## config.mk

```make
export PLATFORM = sky130hd
export DESIGN_NAME = ptnll_queue
export DESIGN_NICKNAME = d
export VERILOG_FILES = /design/src/rtl/ptnll_pkg.sv /design/src/rtl/ptnll_queue.sv
export SDC_FILE = /design/constraint.sdc
export NUM_CORES = 1
export LEC_CHECK = 0
export ABC_AREA = 0
export BUFFER_PORTS_ARGS = -buffer_cell sky130_fd_sc_hd__buf_2
export CAP_MARGIN = 20
export CORE_MARGIN = 2
export CORE_UTILIZATION = 50
export DETAILED_ROUTE_END_ITERATION = 16
export MAX_ROUTING_LAYER = met4
export PLACE_DENSITY_LB_ADDON = 0.05
export SLEW_MARGIN = 20
export SYNTH_ARGS = -nofsm -noshare
export SYNTH_HDL_FRONTEND = slang
export SYNTH_SLANG_ARGS = --single-unit
```

## constraint.sdc

```tcl
create_clock -name aclk -period 5.8 [get_ports aclk]
set_clock_uncertainty 0.1 [all_clocks]
set_input_delay 1.16 -clock aclk [delete_from_list [all_inputs] [get_ports aclk]]
set_output_delay 1.16 -clock aclk [all_outputs]
set_load 0.02 [all_outputs]
```

## src/rtl/ptnll_pkg.sv

```systemverilog
// Package: shared types and constants of the Poisson template likelihood unit.
`timescale 1ns / 1ps
`default_nettype none
package ptnll_pkg;
    localparam int CNT_W     = 16;
    localparam int TMPL_W    = 32;
    localparam int WGT_W     = 20;
    localparam int PROD_W    = TMPL_W + WGT_W;
    localparam int ACC_W     = 58;
    localparam int PRED_W    = 40;
    localparam int SUM_W     = 64;
    localparam int MAX_LANES = 4;
    localparam int FRAC_BITS = 30;
    localparam int IN_W      = CNT_W + MAX_LANES * TMPL_W;
    localparam int OUT_W     = SUM_W + CNT_W;
    localparam logic [27:0] LN2_Q28 = 28'd186065279;

    // configuration register indexes
    localparam logic [2:0] CFG_TEMPLATES = 3'd0;
    localparam logic [2:0] CFG_WEIGHT_0  = 3'd1;
    localparam logic [2:0] CFG_WEIGHT_1  = 3'd2;
    localparam logic [2:0] CFG_WEIGHT_2  = 3'd3;
    localparam logic [2:0] CFG_WEIGHT_3  = 3'd4;

    typedef logic [WGT_W-1:0] weight_t;

    typedef struct packed {
        logic [PRED_W-1:0] pred;
        logic [CNT_W-1:0]  count;
        logic              last;
        logic              pred_sat;
    } bin_t;

    typedef enum logic [1:0] {FE_IDLE, FE_MAC, FE_PUSH} fe_state_t;

    typedef enum logic [2:0] {
        BE_IDLE, BE_NORM, BE_SQR, BE_LMUL, BE_LSUM, BE_CMUL, BE_ACC, BE_FIN
    } be_state_t;
endpackage
`default_nettype wire

```

## src/rtl/ptnll_queue.sv

```systemverilog
// Two-entry queue between front and back end.
`timescale 1ns / 1ps
`default_nettype none
module ptnll_queue
    import ptnll_pkg::*;
(
    input  wire logic aclk,
    input  wire logic aresetn,
    input  wire logic push,
    input  bin_t      push_data,
    output logic      full,
    input  wire logic pop,
    output logic      not_empty,
    output bin_t      pop_data
);
    bin_t       mem_reg [2];
    logic       wr_ptr_reg, rd_ptr_reg;
    logic [1:0] fill_reg;

    assign full      = (fill_reg == 2'd2);
    assign not_empty = (fill_reg != 2'd0);
    assign pop_data  = mem_reg[rd_ptr_reg];

    always_ff @(posedge aclk) begin
        if (push) mem_reg[wr_ptr_reg] <= push_data;
    end

    always_ff @(posedge aclk) begin
        if (!aresetn) begin
            wr_ptr_reg <= 1'b0;
            rd_ptr_reg <= 1'b0;
            fill_reg   <= 2'd0;
        end else begin
            if (push) wr_ptr_reg <= ~wr_ptr_reg;
            if (pop)  rd_ptr_reg <= ~rd_ptr_reg;
            if (push && !pop)      fill_reg <= fill_reg + 2'd1;
            else if (pop && !push) fill_reg <= fill_reg - 2'd1;
        end
    end
endmodule
`default_nettype wire

```

==> out/metrics.yaml <==
initial_core_util_pct: 51.3
avgSynthCellArea_um2: 22.2
maxSlewViolCount: 0
antenna_found_initial: 0
slew_headroom_pct: 50.7
largest_reg_flops: 116
rrSetupSlack_ps: 3850
max_freq_ghz: 0.270
numPortBuffers: 121
crit_type: "reg2out"
die_y_um: 98.6
vdd_drop_max_mv: 0.220
nets: 403
worstHoldStart: "fill_reg[1]$_SDFFE_PN0P_"
cts_hold_buffers: 0
cts_resized: 0
tightest_slew_ps: 740
clock_latency_ps: 490
clkPwrFrac_pct: 43.3
grt_pass1_wl_mm: 11.9
hold-path-endpoint: "fill_reg[1]$_SDFFE_PN0P_"
hold_violations: 0
r2r_start: "wr_ptr_reg$_SDFFE_PN0P_"
syn_area_um2: 4480
wl_met1_mm: 3.17
worstPathArrival_ps: 2450
cts_tree: "yes"
drt_iter0_drc: 103
grt_max_degree: 38
final_util_pct: 66.4
p_switching_mw: 0.504
rows: 34
pwr-share-seq_pct: 46.2
slowest_stage: "dfxtp_2"
wl_per_cell_um: 16.4
path_cells: "buf_4 -> mux2_2 -> buf_2"
reg2reg_depth: 2
status: "completed"
cts_root_buf: "clkbuf_8"
viasPerCell: 4.93
cap_violations: 0
ys_warn_count: 0
fin_cells: 462
die_area_um2: 9730
setup_viol: 0
grt-ovfl-total: 0
finalSetupTns_ps: 0
powerDensity_nw_per_um2: 385
via_count: 2277
io_pins: 122
antenna_left: 0
fin_crit_sh_pct: 63.9
slowest_delay_ps: 810
post_cts_buffers: 0
ys_seq_area_share_pct: 80.0
ys_seq_elements: 121
required_ps: 4540
holdWs_ps: 392
drc: 0
cp_max_fo: 35
yosys.cell_types.count: 19
dpl_cell_area_um2: 5210
fin_crit_ps: 3710
path_clk_slew_ps: 60
cp-start-kind: "flip-flop"
drive_gt1_share_pct: 61.5
p_leak_nw: 2.25
dp_hpwl_mm: 4.90
p_int_mw: 1.72
drt_wl_total_mm: 7.60
clock-sinks: 121
die_w_um: 98.6
place.gp.congestion: 0.670
wl_met2_mm: 3.87
cts.path.max_buffers: 2
core_area_um2: 8720
endpoint_kind: "output pin"
syn_nets: 265
reg2reg_to: "mem_reg[1][29]$_DFFE_PP_"
synthCells: 202
topRoutingLayerUsed: "met4"
p_comb_share_pct: 10.5
grt_pass1_vias: 2453
dp_cells: 428
syn2layout_area_growth_pct: 29.3
stdcell_area_um2: 5790
h-tree-depth: 4
rsz0062_at_grt: "false"
wl_met3_um: 467
hold_depth: 2
min_path_type: "reg2reg"
grt_usage_pct: 16.9
drt_pass1_iterations: 6
numCtsBuffers: 17
swShare_pct: 22.6
metal layers:
metal	GRT usage [%]	vias up
met5	-	-
met4	5.69	0
met3	6.52	10
met2	27.0	81
met1	19.7	1111
li1	-	1075
power by group through the flow:
| stage | Combinational [mW] | Clock [mW] | Sequential (mW) |
|---|---|---|---|
| 2_1_floorplan | 0.162 | 0 | 1.04 |
| 3_3_place_gp | 0.231 | 0 | 1.05 |
| 3_5_place_dp | 0.234 | 0 | 1.05 |
| 4_1_cts | 0.235 | 0.984 | 1.03 |
| 5_1_grt | 0.252 | 1.02 | 1.03 |
| 6_report | 0.234 | 0.964 | 1.03 |
metrics by stage:
step	setup slack, ps	power (mW)
6_report	2090	2.23
5_1_grt	1950	2.31
4_1_cts	2030	2.25
3_5_place_dp	2570	1.28
3_3_place_gp	2580	1.28
2_1_floorplan	1470	1.20
logic make-up after synthesis:
logic type	Yosys count	synth area share (%)
buffers and inverters	7	1.09
muxes	58	16.3
AOI/OAI and AO/OA	3	0.447
and+or+nand+nor	9	1.31
DFF	121	80.0
adders and majority gates	1	0.279
xor gates and xnor gates	3	0.587
how the worst max path moves through the flow:
| stage | depth (start not counted) | slack, ps | end |
|---|---|---|---|
| after floorplan | 1 | 1470 | mem_reg[0][0]$_DFFE_PP_ |
| after global placement | 3 | 2580 | pop_data[26] |
| after detailed placement | 3 | 2570 | pop_data[26] |
| after CTS | 3 | 2030 | pop_data[26] |
| after global routing | 3 | 1950 | pop_data[3] |
| final | 3 | 2090 | pop_data[3] |
worst max-delay path: cells and delay by family, from the launching register on:
kind                   cells  cell delay, ps
DFF                        1             810
buffers and inverters      2             720
muxes                      1             400
final cells by class:
| cell class | instances | area (um^2) |
|---|---|---|
| clock buffers | 20 | 425 |
| diodes | 1 | 2.50 |
| inverters | 1 | 3.75 |
| flip-flops and latches | 121 | 3580 |
| repair buffers | 125 | 656 |
| clock inverters | 12 | 128 |
| well taps | 108 | 135 |
| multi-input cells | 74 | 855 |
| fillers | 630 | 2930 |
placed cells by master, fill, tap and decap left out, types with 2 or more instances in the layout:
| cell | n |
|---|---|
| edfxtp_1 | 116 |
| buf_2 | 121 |
| mux2_4 | 20 |
| clkinv_2 | 4 |
| clkinvlp_4 | 4 |
| and2_1 | 3 |
| mux2_2 | 38 |
| xor2_1 | 2 |
| clkbuf_1 | 3 |
| dfxtp_1 | 4 |
| clkinv_4 | 2 |
| buf_4 | 3 |
| bufinv_16 | 2 |
| clkbuf_16 | 16 |
Yosys cell counts:
master      n  area share (%)
edfxtp_1  116              78
mux2_2     38             9.6
mux2_4     20             6.7
dfxtp_1     5             2.2
and2_1      4            0.56
buf_2       3            0.34
buf_6       2            0.50
nor2b_1     2            0.28
xor2_1      2            0.39
a21boi_1    1            0.17
and2b_2     1            0.20
buf_4       1            0.17
ha_1        1            0.28
inv_1       1           0.084
o21a_1      1            0.17
o21ai_0     1            0.11
or2_2       1            0.14
or3_1       1            0.14
xnor2_1     1            0.20
No activity file was read; power rests on OpenSTA's default activity.
