<file path="src/rtl/ptnll_pkg.sv">
// Package: shared types and constants of the Poisson template likelihood unit.
`timescale 1ns / 1ps
`default_nettype none
package ptnll_pkg;
    localparam int CNT_W     = 16;
    localparam int TMPL_W    = 32;
    localparam int WGT_W     = 20;
    localparam int PROD_W    = TMPL_W + WGT_W;
    localparam int ACC_W     = 58;
    localparam int PRED_W    = 40;
    localparam int SUM_W     = 64;
    localparam int MAX_LANES = 4;
    localparam int FRAC_BITS = 30;
    localparam int IN_W      = CNT_W + MAX_LANES * TMPL_W;
    localparam int OUT_W     = SUM_W + CNT_W;
    localparam logic [27:0] LN2_Q28 = 28'd186065279;

    // configuration register indexes
    localparam logic [2:0] CFG_TEMPLATES = 3'd0;
    localparam logic [2:0] CFG_WEIGHT_0  = 3'd1;
    localparam logic [2:0] CFG_WEIGHT_1  = 3'd2;
    localparam logic [2:0] CFG_WEIGHT_2  = 3'd3;
    localparam logic [2:0] CFG_WEIGHT_3  = 3'd4;

    typedef logic [WGT_W-1:0] weight_t;

    typedef struct packed {
        logic [PRED_W-1:0] pred;
        logic [CNT_W-1:0]  count;
        logic              last;
        logic              pred_sat;
    } bin_t;

    typedef enum logic [1:0] {FE_IDLE, FE_MAC, FE_PUSH} fe_state_t;

    typedef enum logic [2:0] {
        BE_IDLE, BE_NORM, BE_SQR, BE_LMUL, BE_LSUM, BE_CMUL, BE_ACC, BE_FIN
    } be_state_t;
endpackage
`default_nettype wire

</file>
<file path="src/rtl/ptnll_front.sv">
// Front end: accepts bins and forms the weighted prediction, one lane a cycle.
`timescale 1ns / 1ps
`default_nettype none
module ptnll_front
    import ptnll_pkg::*;
#(
    parameter int LANES = 4
) (
    input  wire logic             aclk,
    input  wire logic             aresetn,
    input  wire logic             s_tvalid,
    output logic                  s_tready,
    input  wire logic [IN_W-1:0]  s_tdata,
    input  wire logic             s_tlast,
    input  wire logic [2:0]       templates_in_use,
    input  weight_t               weights [MAX_LANES],
    output logic                  push,
    output bin_t                  push_data,
    input  wire logic             q_full
);
    localparam logic [2:0] LANES_3 = 3'(LANES);

    fe_state_t           state_reg, state_next;
    logic [TMPL_W-1:0]   tmpl_reg [LANES];
    weight_t             wgt_reg [LANES];
    logic [2:0]          left_reg;
    logic [ACC_W-1:0]    acc_reg;
    logic [CNT_W-1:0]    count_reg;
    logic                last_reg;
    logic [PROD_W-1:0]   prod;
    logic [ACC_W-1:0]    rounded;
    logic [ACC_W-17:0]   pre;
    logic                accept;

    assign prod    = tmpl_reg[0] * wgt_reg[0];
    assign rounded = acc_reg + ACC_W'(32768);
    assign pre     = rounded[ACC_W-1:16];
    assign accept  = s_tvalid && s_tready;

    always_comb begin
        state_next = state_reg;
        unique case (state_reg)
            FE_IDLE: if (s_tvalid) state_next = FE_MAC;
            FE_MAC:  if (left_reg == 3'd0) state_next = FE_PUSH;
            FE_PUSH: if (!q_full) state_next = FE_IDLE;
            default: state_next = FE_IDLE;
        endcase
    end

    always_comb begin
        s_tready            = (state_reg == FE_IDLE);
        push                = (state_reg == FE_PUSH) && !q_full;
        push_data.count     = count_reg;
        push_data.last      = last_reg;
        push_data.pred_sat  = |pre[ACC_W-17:PRED_W];
        push_data.pred      = push_data.pred_sat ? {PRED_W{1'b1}} : pre[PRED_W-1:0];
    end

    always_ff @(posedge aclk) begin
        if (!aresetn) state_reg <= FE_IDLE;
        else          state_reg <= state_next;
    end

    always_ff @(posedge aclk) begin
        if (accept) begin
            for (int k = 0; k < LANES; k++) begin
                tmpl_reg[k] <= s_tdata[CNT_W + k*TMPL_W +: TMPL_W];
                wgt_reg[k]  <= weights[k];
            end
            left_reg  <= (templates_in_use > LANES_3) ? LANES_3 : templates_in_use;
            acc_reg   <= '0;
            count_reg <= s_tdata[CNT_W-1:0];
            last_reg  <= s_tlast;
        end else if (state_reg == FE_MAC && left_reg != 3'd0) begin
            acc_reg  <= acc_reg + {{(ACC_W-PROD_W){1'b0}}, prod};
            left_reg <= left_reg - 3'd1;
            for (int k = 0; k < LANES - 1; k++) begin
                tmpl_reg[k] <= tmpl_reg[k+1];
                wgt_reg[k]  <= wgt_reg[k+1];
            end
        end
    end
endmodule
`default_nettype wire

</file>
<file path="config.mk">
export PLATFORM = sky130hd
export DESIGN_NAME = ptnll_front
export DESIGN_NICKNAME = d
export VERILOG_FILES = /design/src/rtl/ptnll_pkg.sv /design/src/rtl/ptnll_front.sv
export SDC_FILE = /design/constraint.sdc
export NUM_CORES = 2
export LEC_CHECK = 0
export ABC_AREA = 0
export BUFFER_PORTS_ARGS = -buffer_cell sky130_fd_sc_hd__buf_4
export CORE_MARGIN = 2
export CORE_UTILIZATION = 25
export CTS_CLUSTER_SIZE = 40
export DETAILED_ROUTE_END_ITERATION = 6
export GPL_TIMING_DRIVEN = 1
export SYNTH_ARGS = -nofsm -noshare
export SYNTH_HDL_FRONTEND = slang
export SYNTH_SLANG_ARGS = --single-unit
</file>
<file path="constraint.sdc">
create_clock -name aclk -period 7.24 [get_ports aclk]
set_input_delay 0.724 -clock aclk [delete_from_list [all_inputs] [get_ports aclk]]
set_output_delay 0.724 -clock aclk [all_outputs]
set_load 0.01 [all_outputs]
</file>
==> impl_metrics.csv <==
group,metric,value,unit
outcome,outcome,"completed",
drt,via_per_inst,4.42,
timing,post-route-min-period,7.01,ns
synthesis,synth_top_family_by_area,"adder cells",
timing,slew-limit-headroom,0.284,
finish,multiInputGateArea,0.0229,mm^2
drt,wire_per_inst,17.4,um
die,fp.dieArea,0.139,mm^2
synthesis,synth_nets,4665,
finish,syn_to_final_growth,20.5,%
cts,cts_root_buffer,"clkbuf_16",
synthesis,yosysTopAreaCellShare,0.347,
flow_run,maxCapViolCount,0,
cts,cts_buffers,34,
critical_path,cp-end-kind,"register",
synthesis,synth_edf_count,228,
drt,vias,25700,
timing,fmax,143,MHz
synthesis,ys_ff_latch,288,
global_routing,grt_pass1_vias,27600,
cts,cts_sinks,288,
synthesis,yosys.area.top_type,"fa_1",
cts,clk_path_buf_depth,3,
synthesis,synth_most_common_cell,"nand2_1",
cts,clk_pin_slew,0.08,ns
global_routing,grt_util_all_layers,0.147,
cts,insertion_delay,0.59,ns
place,place_congestion,0.891,
finish,drive_above_1_share,0.146,
synthesis,synth_cell_types,71,
synthesis,synth-simple-area-share,0.191,
timing,clock_skew,0.0458,ns
timing,hold_viol,0,
cts,h-tree-depth,2,
timing,worstMarginPinSlew,1.07,ns
finish,instances_no_fill,5810,
die,fp.dieH,373,um
finish,largest_reg_flops,128,
synthesis,synth_xor_area_frac,0.0214,
critical_path,critical_path.max_fanout,32,
synthesis,synth_commonest_cells,"1012 x nand2_1, 626 x inv_1, 588 x fa_1",
synthesis,synthFlopType,"edfxtp_1",
synthesis,ys_top_cells_by_area,"fa_1 35%, edfxtp_1 20%, nand2_1 11%, inv_1 6.9%, ha_1 6.3%",
finish,fill_cells,14200,
critical_path,cp-start-kind,"register",
synthesis,synth_seq_area_share,0.237,
drt,drtIter0Drc,1571,
synthesis,yosys.area_share.adder,0.409,
place,io_buffers,291,
cts,hold_buffers,0,
die,fp.dieW,373,um
drt,wirelength,101000,um
critical_path,cp.required,7.70,ns
die,ios,292,
place,dp_cells,5720,
timing,finalSetupViolations,0,
synthesis,synth_cells,3675,
timing,rsz0062_at_grt,"true",
drt,drcViolationCount,0,
global_routing,grt_pass1_wl,158000,um
synthesis,async_flop_share,0,
timing,post-route-period-util,0.968,
cts,cts_tree,"built",
drt,ant_nets,0,
finish,register_area,0.00805,mm^2
finish,fin_nets,4991,
global_routing,grt_antenna_before_repair,8,
synthesis,netlist_area,0.0340,mm^2
synthesis,synthMuxAreaShare,0.00125,
critical_path,crit_arrival,7.47,ns
synthesis,synth_compound_area_frac,0.0460,
synthesis,ys_warn_count,0,
timing,final_max_slew_viol_count,0,
place,dp_hpwl,79100,um
synthesis,synth.avg_cell_area,9.24,um^2
timing,final.setup.worst_slack,0.230,ns
min_path,hold_path_class,"in2reg",
die,coreArea,0.135,mm^2
die,initial_core_util,0.251,
global_routing,gr-total-overflow,0,
drt,drt_first_pass_iters,6,
place,pre_cts_slack,-0.388,ns
critical_path,critPathKind,"reg2reg",
global_routing,grt_start_max_net_pins,174,
die,rows,135,
-- through the flow --
step	hold WS [ns]	TNS (ns)	util	area, um^2
3_3_place_gp	0.439	-2.35	0.291	39300
4_1_cts	0.288	0	0.300	40500
2_1_floorplan	0.432	0	-	34000
6_report	0.321	0	0.303	40900
5_1_grt	0.300	-0.0102	0.303	40900
3_5_place_dp	0.448	-2.64	0.291	39300
-- final cells by class --
type,count,area share
Sequential cell,288,0.197
Inverter,627,0.0578
Antenna cell,4,0.000245
Multi-Input combinational cell,2555,0.560
Timing Repair Buffer,495,0.103
Tap cell,1781,0.0545
Clock buffer,40,0.0219
Clock inverter,20,0.00673
-- critical path, stage by stage (launching register included) --
cell	delay, ns
edfxtp_1	0.42
buf_12	0.20
and2_1	0.18
fa_1	0.53
inv_1	0.05
fa_1	0.45
fa_1	0.51
inv_1	0.05
fa_1	0.59
fa_1	0.44
fa_1	0.50
inv_1	0.05
fa_1	0.48
inv_1	0.05
ha_1	0.29
buf_4	0.18
a21o_4	0.24
a31oi_4	0.20
nand4b_1	0.28
a31oi_1	0.28
buf_4	0.17
o211ai_1	0.16
a31oi_1	0.21
mux2i_1	0.28
nor2_1	0.07
-- metal layers --
layer  up-vias  part of all wire  global-route usage  routed length, um
met5         -                 0                   0                  0
met4         0             0.039              0.0562               3970
met3       197             0.070              0.0278               7040
met2       875              0.48               0.251              48600
met1     12800              0.41               0.184              41300
li1      11800                 -                   -                  -
-- cells in the final DEF, fill, tap and decap left out, types with 48 or more instances in the layout --
cell type / count
and2_1: 281
ha_1: 169
xnor2_1: 48
fa_1: 588
edfxtp_1: 228
inv_1: 624
dfxtp_1: 60
buf_4: 452
a21oi_1: 94
nand2_1: 1012
-- final timing paths --
path	depth (start not counted)	slack [ns]	to	from
worst min register to register	2	0.45	acc_reg[11]	acc_reg[11]
worst min-delay path	1	0.32	wgt_reg[3][12]	weights[12]
worst max-delay path	24	0.23	acc_reg[39]	wgt_reg[0][8]
worst max register to register	24	0.23	acc_reg[39]	wgt_reg[0][8]
-- cells by family (layout without fill, tap and decap cells) --
group	count (synthesis)	in the layout
buffers and inverters	832	1182
adders and majority gates	758	758
xor gates and xnor gates	83	83
DFF	288	288
AOI/OAI and AO/OA	254	254
other	0	4
and+or+nand+nor	1457	1457
muxes	3	3
-- timing repair --
| action | CTS | global route |
|---|---|---|
| endpoints found under the setup margin | 13 | 21 |
| pin swaps | 1 | 13 |
| resized for setup | 3 | 38 |
| buffers inserted | 7 | 17 |
| gates cloned | 0 | 2 |
Power is left out: the tool's default activity adds up to more than one toggle a clock period on the data nets, which glitch-free logic cannot reach.
