===== src/rtl/ptnll_pkg.sv =====
// Package: shared types and constants of the Poisson template likelihood unit.
`timescale 1ns / 1ps
`default_nettype none
package ptnll_pkg;
    localparam int CNT_W     = 16;
    localparam int TMPL_W    = 32;
    localparam int WGT_W     = 20;
    localparam int PROD_W    = TMPL_W + WGT_W;
    localparam int ACC_W     = 58;
    localparam int PRED_W    = 40;
    localparam int SUM_W     = 64;
    localparam int MAX_LANES = 4;
    localparam int FRAC_BITS = 30;
    localparam int IN_W      = CNT_W + MAX_LANES * TMPL_W;
    localparam int OUT_W     = SUM_W + CNT_W;
    localparam logic [27:0] LN2_Q28 = 28'd186065279;

    // configuration register indexes
    localparam logic [2:0] CFG_TEMPLATES = 3'd0;
    localparam logic [2:0] CFG_WEIGHT_0  = 3'd1;
    localparam logic [2:0] CFG_WEIGHT_1  = 3'd2;
    localparam logic [2:0] CFG_WEIGHT_2  = 3'd3;
    localparam logic [2:0] CFG_WEIGHT_3  = 3'd4;

    typedef logic [WGT_W-1:0] weight_t;

    typedef struct packed {
        logic [PRED_W-1:0] pred;
        logic [CNT_W-1:0]  count;
        logic              last;
        logic              pred_sat;
    } bin_t;

    typedef enum logic [1:0] {FE_IDLE, FE_MAC, FE_PUSH} fe_state_t;

    typedef enum logic [2:0] {
        BE_IDLE, BE_NORM, BE_SQR, BE_LMUL, BE_LSUM, BE_CMUL, BE_ACC, BE_FIN
    } be_state_t;
endpackage
`default_nettype wire


===== src/rtl/ptnll_back.sv =====
// Back end: iterative log, term, saturating accumulation and result register.
`timescale 1ns / 1ps
`default_nettype none
module ptnll_back
    import ptnll_pkg::*;
(
    input  wire logic              aclk,
    input  wire logic              aresetn,
    input  wire logic              q_valid,
    input  bin_t                   q_data,
    output logic                   q_pop,
    output logic                   m_tvalid,
    input  wire logic              m_tready,
    output logic [OUT_W-1:0]       m_tdata,
    output logic                   m_tuser
);
    be_state_t                state_reg, state_next;
    logic [PRED_W-1:0]        x_reg, pred_reg;
    logic [5:0]               p_reg;
    logic [31:0]              m_reg;
    logic [FRAC_BITS-1:0]     frac_reg;
    logic [4:0]               it_reg;
    logic [CNT_W-1:0]         cnt_reg;
    logic                     last_reg;
    logic                     neg_reg;
    logic [45:0]              hi_reg, lo_reg;
    logic signed [23:0]       ln_reg;
    logic signed [40:0]       prod_reg;
    logic signed [SUM_W-1:0]  sum_reg;
    logic [CNT_W-1:0]         skip_reg;
    logic                     ovf_reg;
    logic                     out_valid_reg;
    logic [SUM_W-1:0]         out_nll_reg;
    logic [CNT_W-1:0]         out_skip_reg;
    logic                     out_sat_reg;

    logic                     load_out;
    logic [63:0]              sq;
    logic [32:0]              sq_q;
    logic signed [6:0]        pm;
    logic signed [36:0]       l2;
    logic [36:0]              mag;
    logic [64:0]              lsum;
    logic [21:0]              r;
    logic signed [SUM_W-1:0]  term, raw;
    logic [SUM_W-1:0]         twice;
    logic                     dbl_sat;

    assign sq   = m_reg * m_reg;
    assign sq_q = sq[63:31];
    assign pm   = $signed({1'b0, p_reg}) - 7'sd16;
    assign l2   = $signed({pm, {FRAC_BITS{1'b0}}}) + $signed({7'b0, frac_reg});
    assign mag  = l2[36] ? 37'(-l2) : 37'(l2);
    assign lsum = {1'b0, hi_reg, 18'b0} + {19'b0, lo_reg} + (65'd1 << 41);
    assign r    = lsum[63:42];
    assign term = $signed({24'b0, pred_reg}) - SUM_W'(prod_reg);
    assign raw  = sum_reg + term;

    always_comb begin
        dbl_sat = 1'b0;
        unique case (sum_reg[63:62])
            2'b01: begin twice = 64'h7FFF_FFFF_FFFF_FFFF; dbl_sat = 1'b1; end
            2'b10: begin twice = 64'h8000_0000_0000_0000; dbl_sat = 1'b1; end
            default: twice = {sum_reg[62:0], 1'b0};
        endcase
    end

    always_comb begin
        state_next = state_reg;
        unique case (state_reg)
            BE_IDLE: if (q_valid) state_next = (q_data.pred == '0) ? BE_FIN : BE_NORM;
            BE_NORM: if (x_reg[PRED_W-1]) state_next = BE_SQR;
            BE_SQR:  if (it_reg == 5'(FRAC_BITS - 1)) state_next = BE_LMUL;
            BE_LMUL: state_next = BE_LSUM;
            BE_LSUM: state_next = BE_CMUL;
            BE_CMUL: state_next = BE_ACC;
            BE_ACC:  state_next = BE_FIN;
            BE_FIN:  if (!last_reg || load_out) state_next = BE_IDLE;
            default: state_next = BE_IDLE;
        endcase
    end

    always_comb begin
        q_pop    = (state_reg == BE_IDLE) && q_valid;
        load_out = (state_reg == BE_FIN) && last_reg && (!out_valid_reg || m_tready);
    end

    always_ff @(posedge aclk) begin
        if (!aresetn) state_reg <= BE_IDLE;
        else          state_reg <= state_next;
    end

    // datapath of the log and term
    always_ff @(posedge aclk) begin
        unique case (state_reg)
            BE_IDLE: begin
                x_reg    <= q_data.pred;
                pred_reg <= q_data.pred;
                cnt_reg  <= q_data.count;
                last_reg <= q_data.last;
                p_reg    <= 6'd39;
            end
            BE_NORM: begin
                if (x_reg[PRED_W-1]) begin
                    m_reg    <= x_reg[PRED_W-1:8];
                    it_reg   <= '0;
                    frac_reg <= '0;
                end else begin
                    x_reg <= {x_reg[PRED_W-2:0], 1'b0};
                    p_reg <= p_reg - 6'd1;
                end
            end
            BE_SQR: begin
                frac_reg <= {frac_reg[FRAC_BITS-2:0], sq_q[32]};
                m_reg    <= sq_q[32] ? sq_q[32:1] : sq_q[31:0];
                it_reg   <= it_reg + 5'd1;
            end
            BE_LMUL: begin
                neg_reg <= l2[36];
                hi_reg  <= mag[35:18] * LN2_Q28;
                lo_reg  <= mag[17:0] * LN2_Q28;
            end
            BE_LSUM: ln_reg <= neg_reg ? -$signed({2'b0, r}) : $signed({2'b0, r});
            BE_CMUL: prod_reg <= $signed({1'b0, cnt_reg}) * ln_reg;
            default: ;
        endcase
    end

    // running state
    always_ff @(posedge aclk) begin
        if (!aresetn) begin
            sum_reg  <= '0;
            skip_reg <= '0;
            ovf_reg  <= 1'b0;
        end else if (q_pop) begin
            if (q_data.pred_sat) ovf_reg <= 1'b1;
            if (q_data.pred == '0 && skip_reg != '1) skip_reg <= skip_reg + 16'd1;
        end else if (state_reg == BE_ACC) begin
            if (!sum_reg[63] && !term[63] && raw[63]) begin
                sum_reg <= 64'sh7FFF_FFFF_FFFF_FFFF;
                ovf_reg <= 1'b1;
            end else if (sum_reg[63] && term[63] && !raw[63]) begin
                sum_reg <= 64'sh8000_0000_0000_0000;
                ovf_reg <= 1'b1;
            end else begin
                sum_reg <= raw;
            end
        end else if (load_out) begin
            sum_reg  <= '0;
            skip_reg <= '0;
            ovf_reg  <= 1'b0;
        end
    end

    // result register
    always_ff @(posedge aclk) begin
        if (!aresetn) begin
            out_valid_reg <= 1'b0;
        end else if (load_out) begin
            out_valid_reg <= 1'b1;
        end else if (m_tready) begin
            out_valid_reg <= 1'b0;
        end
    end

    always_ff @(posedge aclk) begin
        if (load_out) begin
            out_nll_reg  <= twice;
            out_skip_reg <= skip_reg;
            out_sat_reg  <= ovf_reg | dbl_sat;
        end
    end

    assign m_tvalid = out_valid_reg;
    assign m_tdata  = {out_skip_reg, out_nll_reg};
    assign m_tuser  = out_sat_reg;
endmodule
`default_nettype wire


===== config.mk =====
export PLATFORM = sky130hd
export DESIGN_NAME = ptnll_back
export DESIGN_NICKNAME = d
export VERILOG_FILES = /design/src/rtl/ptnll_pkg.sv /design/src/rtl/ptnll_back.sv
export SDC_FILE = /design/constraint.sdc
export NUM_CORES = 2
export LEC_CHECK = 0
export ABC_AREA = 1
export BUFFER_PORTS_ARGS = -buffer_cell sky130_fd_sc_hd__buf_2
export CAP_MARGIN = 10
export CORE_MARGIN = 5
export CORE_UTILIZATION = 45
export DETAILED_ROUTE_END_ITERATION = 8
export SLEW_MARGIN = 0
export SYNTH_ARGS = -nofsm -noshare
export SYNTH_HDL_FRONTEND = slang
export SYNTH_SLANG_ARGS = --single-unit

===== constraint.sdc =====
create_clock -name aclk -period 8.85 [get_ports aclk]
set_clock_uncertainty 0.05 [all_clocks]
set_input_delay 0.4425 -clock aclk [delete_from_list [all_inputs] [get_ports aclk]]
set_output_delay 0.4425 -clock aclk [all_outputs]
set_load 0.03 [all_outputs]

==> impl_metrics.toml <==
[clock_network]
cts_buffers = 61
cts_tree = "yes"
cts_num_sinks = 476
insertion_delay_ps = 740
cts_max_path_buffers = 3
ctsRootBufferMaster = "clkbuf_16"
h-tree-depth = 2
clk_pin_slew_worst_paths_ps = 60

[global_routing]
grt_pass1_wl_um = 440000
grt_max_degree = 82
track_usage = 0.269
antenna_found_initial = 12
grt.overflow.total = 0
grt_pass1_vias = 76800

[yosys]
yosysMostFrequentCell = "inv_1"
synth_warnings = 0
synth_edf_count = 391
yosysSeqAreaShare = 0.149
ys_ff_latch = 476
yosys.area.top_type = "fa_1"
syn_area_per_cell_um2 = 8.16
synthArstFlopShare = 0
synthTopCellsByCount = "inv_1, nand2_1, fa_1"
synthCells = 11100
syn_area_mm2 = 0.0902
synth_top_area_frac = 0.338
syn-num-nets = 13500
ys.flop_type = "edfxtp_1"
ys_types = 57
synth.area.top_cells = "fa_1, inv_1, edfxtp_1"

[cells_and_area]
postLayoutCoreUtil = 0.487
syn_to_final_growth_pct = 7.82
regArea_mm2 = 0.0134
drive_gt1_frac = 0.0431
multiInputGateArea_mm2 = 0.0640
layout.nets = 13700
fillCellCount = 19500
finalNonFillerCells = 13900

[worst_setup_path]
crit_slowest_cell = "edfxtp_1"
cp_num_cells = 26
critPathKind = "register to register"
cp_top_family = "adder cells"
timing.critical_path.mode_cell = "fa_1"
ff2ff_path_depth = 26
cp-startpoint = "m_reg[20]$_DFFE_PP_"
critPathBufInv = 6
end_kind = "register"
crit_arrival_ps = 9030
endpoint = "m_reg[18]$_DFFE_PP_"
reg2reg_to = "m_reg[18]$_DFFE_PP_"
cp.required_ps = 9410
critPathMaxFanout = 19
r2r_slack_ps = 380
cp-start-kind = "register"
r2r-start = "m_reg[20]$_DFFE_PP_"
cpPeakStageDelay_ps = 1090

[drt]
top_layer_used = "met5"
wl_met3_um = 16200
wl_met1_um = 116000
drtAntennaViolNets = 0
vias_per_cell = 5.13
routedWlPerCell_um = 20.1
wl_met2_um = 135000
first_pass_iters = 8
drc_errors = 0
drt-total-wl_um = 280000
num_vias = 71600
drt-initial-drc-count = 5239

[timing]
fmax_ghz = 0.118
hold_violations = 0
min_period_ps = 8470
tightest_slew_ps = 1200
slew_viol_final = 0
setup_viol = 0
max_slew_margin = 0.203
period_share = 0.957

[place]
place_inst = 13800
dp_hpwl_um = 239000
gp_congestion = 0.980
port_buffers = 144

[floorplan]
start_util = 0.452
dieArea_mm2 = 0.210
core_mm2 = 0.200
rows = 164
die_height_um = 458
ios = 145
die_w_um = 458

[status]
status = "finished clean"

[job]
cap_violations = 0

[hold_path]
hold_class = "input pin to register"
==> layout make-up <==
type,instances,area share
clock buffer,69,0.0164
timing repair buffer,352,0.0256
multi-input combinational,7168,0.658
sequential,476,0.138
antenna,7,0.000180
clock inverter,47,0.00532
inverter,3173,0.122
tap,2656,0.0342
==> worst min-delay path by stage <==
stage / slack (ps) / depth (start not counted) / end / start
after floorplan: 380 / 0 / out_skip_reg[6]$_DFFE_PP_ / skip_reg[6]$_SDFFE_PN0P_
after global placement: 410 / 2 / ovf_reg$_SDFFE_PN0P_ / ovf_reg$_SDFFE_PN0P_
after detailed placement: 410 / 2 / ovf_reg$_SDFFE_PN0P_ / ovf_reg$_SDFFE_PN0P_
after CTS: 10 / 1 / cnt_reg[0]$_DFFE_PP_ / q_data[2]
after global routing: 10 / 1 / cnt_reg[0]$_DFFE_PP_ / q_data[2]
final: 60 / 1 / cnt_reg[0]$_DFFE_PP_ / q_data[2]
==> placed cells by master (no fill, tap or decap), types with 12 or more instances in the layout <==
cell,count
o21a_1,25
nand3b_1,12
o211ai_1,16
a31oi_1,50
ha_1,896
nand4_1,78
xor2_1,191
fa_1,1523
a21boi_0,15
o21bai_1,39
buf_4,145
nor4_1,24
a21o_1,48
xnor2_1,98
inv_1,3161
a22o_1,23
dlygate4sd3_1,58
edfxtp_1,391
nand3_1,269
dfxtp_1,85
o21ai_0,332
inv_2,12
clkbuf_16,62
nand2_1,2150
nor2_2,19
o21ai_1,26
buf_2,144
nor3_1,66
a21oi_1,426
nor2_1,745
==> what timing repair did <==
| action | 4_1_cts | 5_1_grt |
|---|---|---|
| gates resized for setup | 4 | 4 |
| buffers inserted | 0 | 3 |
| hold buffers | 58 | 0 |
| endpoints found under the setup margin | 6 | 41 |
| endpoints found under the hold margin | 61 | 0 |
==> logic make-up (layout without fill, tap and decap cells) <==
kind of cell,after synthesis,in the layout,share of synthesized area
AO/OA/AOI/OAI,1042,1042,0.0649
XOR/XNOR,294,294,0.0287
AND/OR/NAND/NOR,3412,3412,0.152
buffers and inverters,3422,3641,0.143
flip-flops,476,476,0.149
other,1,8,0.0000416
adder cells (fa/ha/maj),2419,2419,0.462
==> per-layer routing <==
| metal | vias up | GRT usage |
|---|---|---|
| li1 | 33400 | - |
| met1 | 35500 | 0.350 |
| met2 | 2194 | 0.459 |
| met3 | 481 | 0.0349 |
| met4 | 4 | 0.102 |
| met5 | - | 0 |
==> metrics by stage <==
| stage | TNS (ps) | hold WS (ps) | area [um2] | setup WS [ps] |
|---|---|---|---|---|
| after floorplan | 0 | 380 | 90200 | 1610 |
| after global placement | -306 | 412 | 94500 | -272 |
| after detailed placement | -496 | 415 | 94500 | -239 |
| after CTS | 0 | 11.8 | 97200 | 57.7 |
| after global routing | -14.3 | 9.62 | 97300 | -14.3 |
| final | 0 | 57.2 | 97300 | 380 |
Power is left out: the tool's default activity adds up to more than one toggle a clock period on the data nets, which glitch-free logic cannot reach.
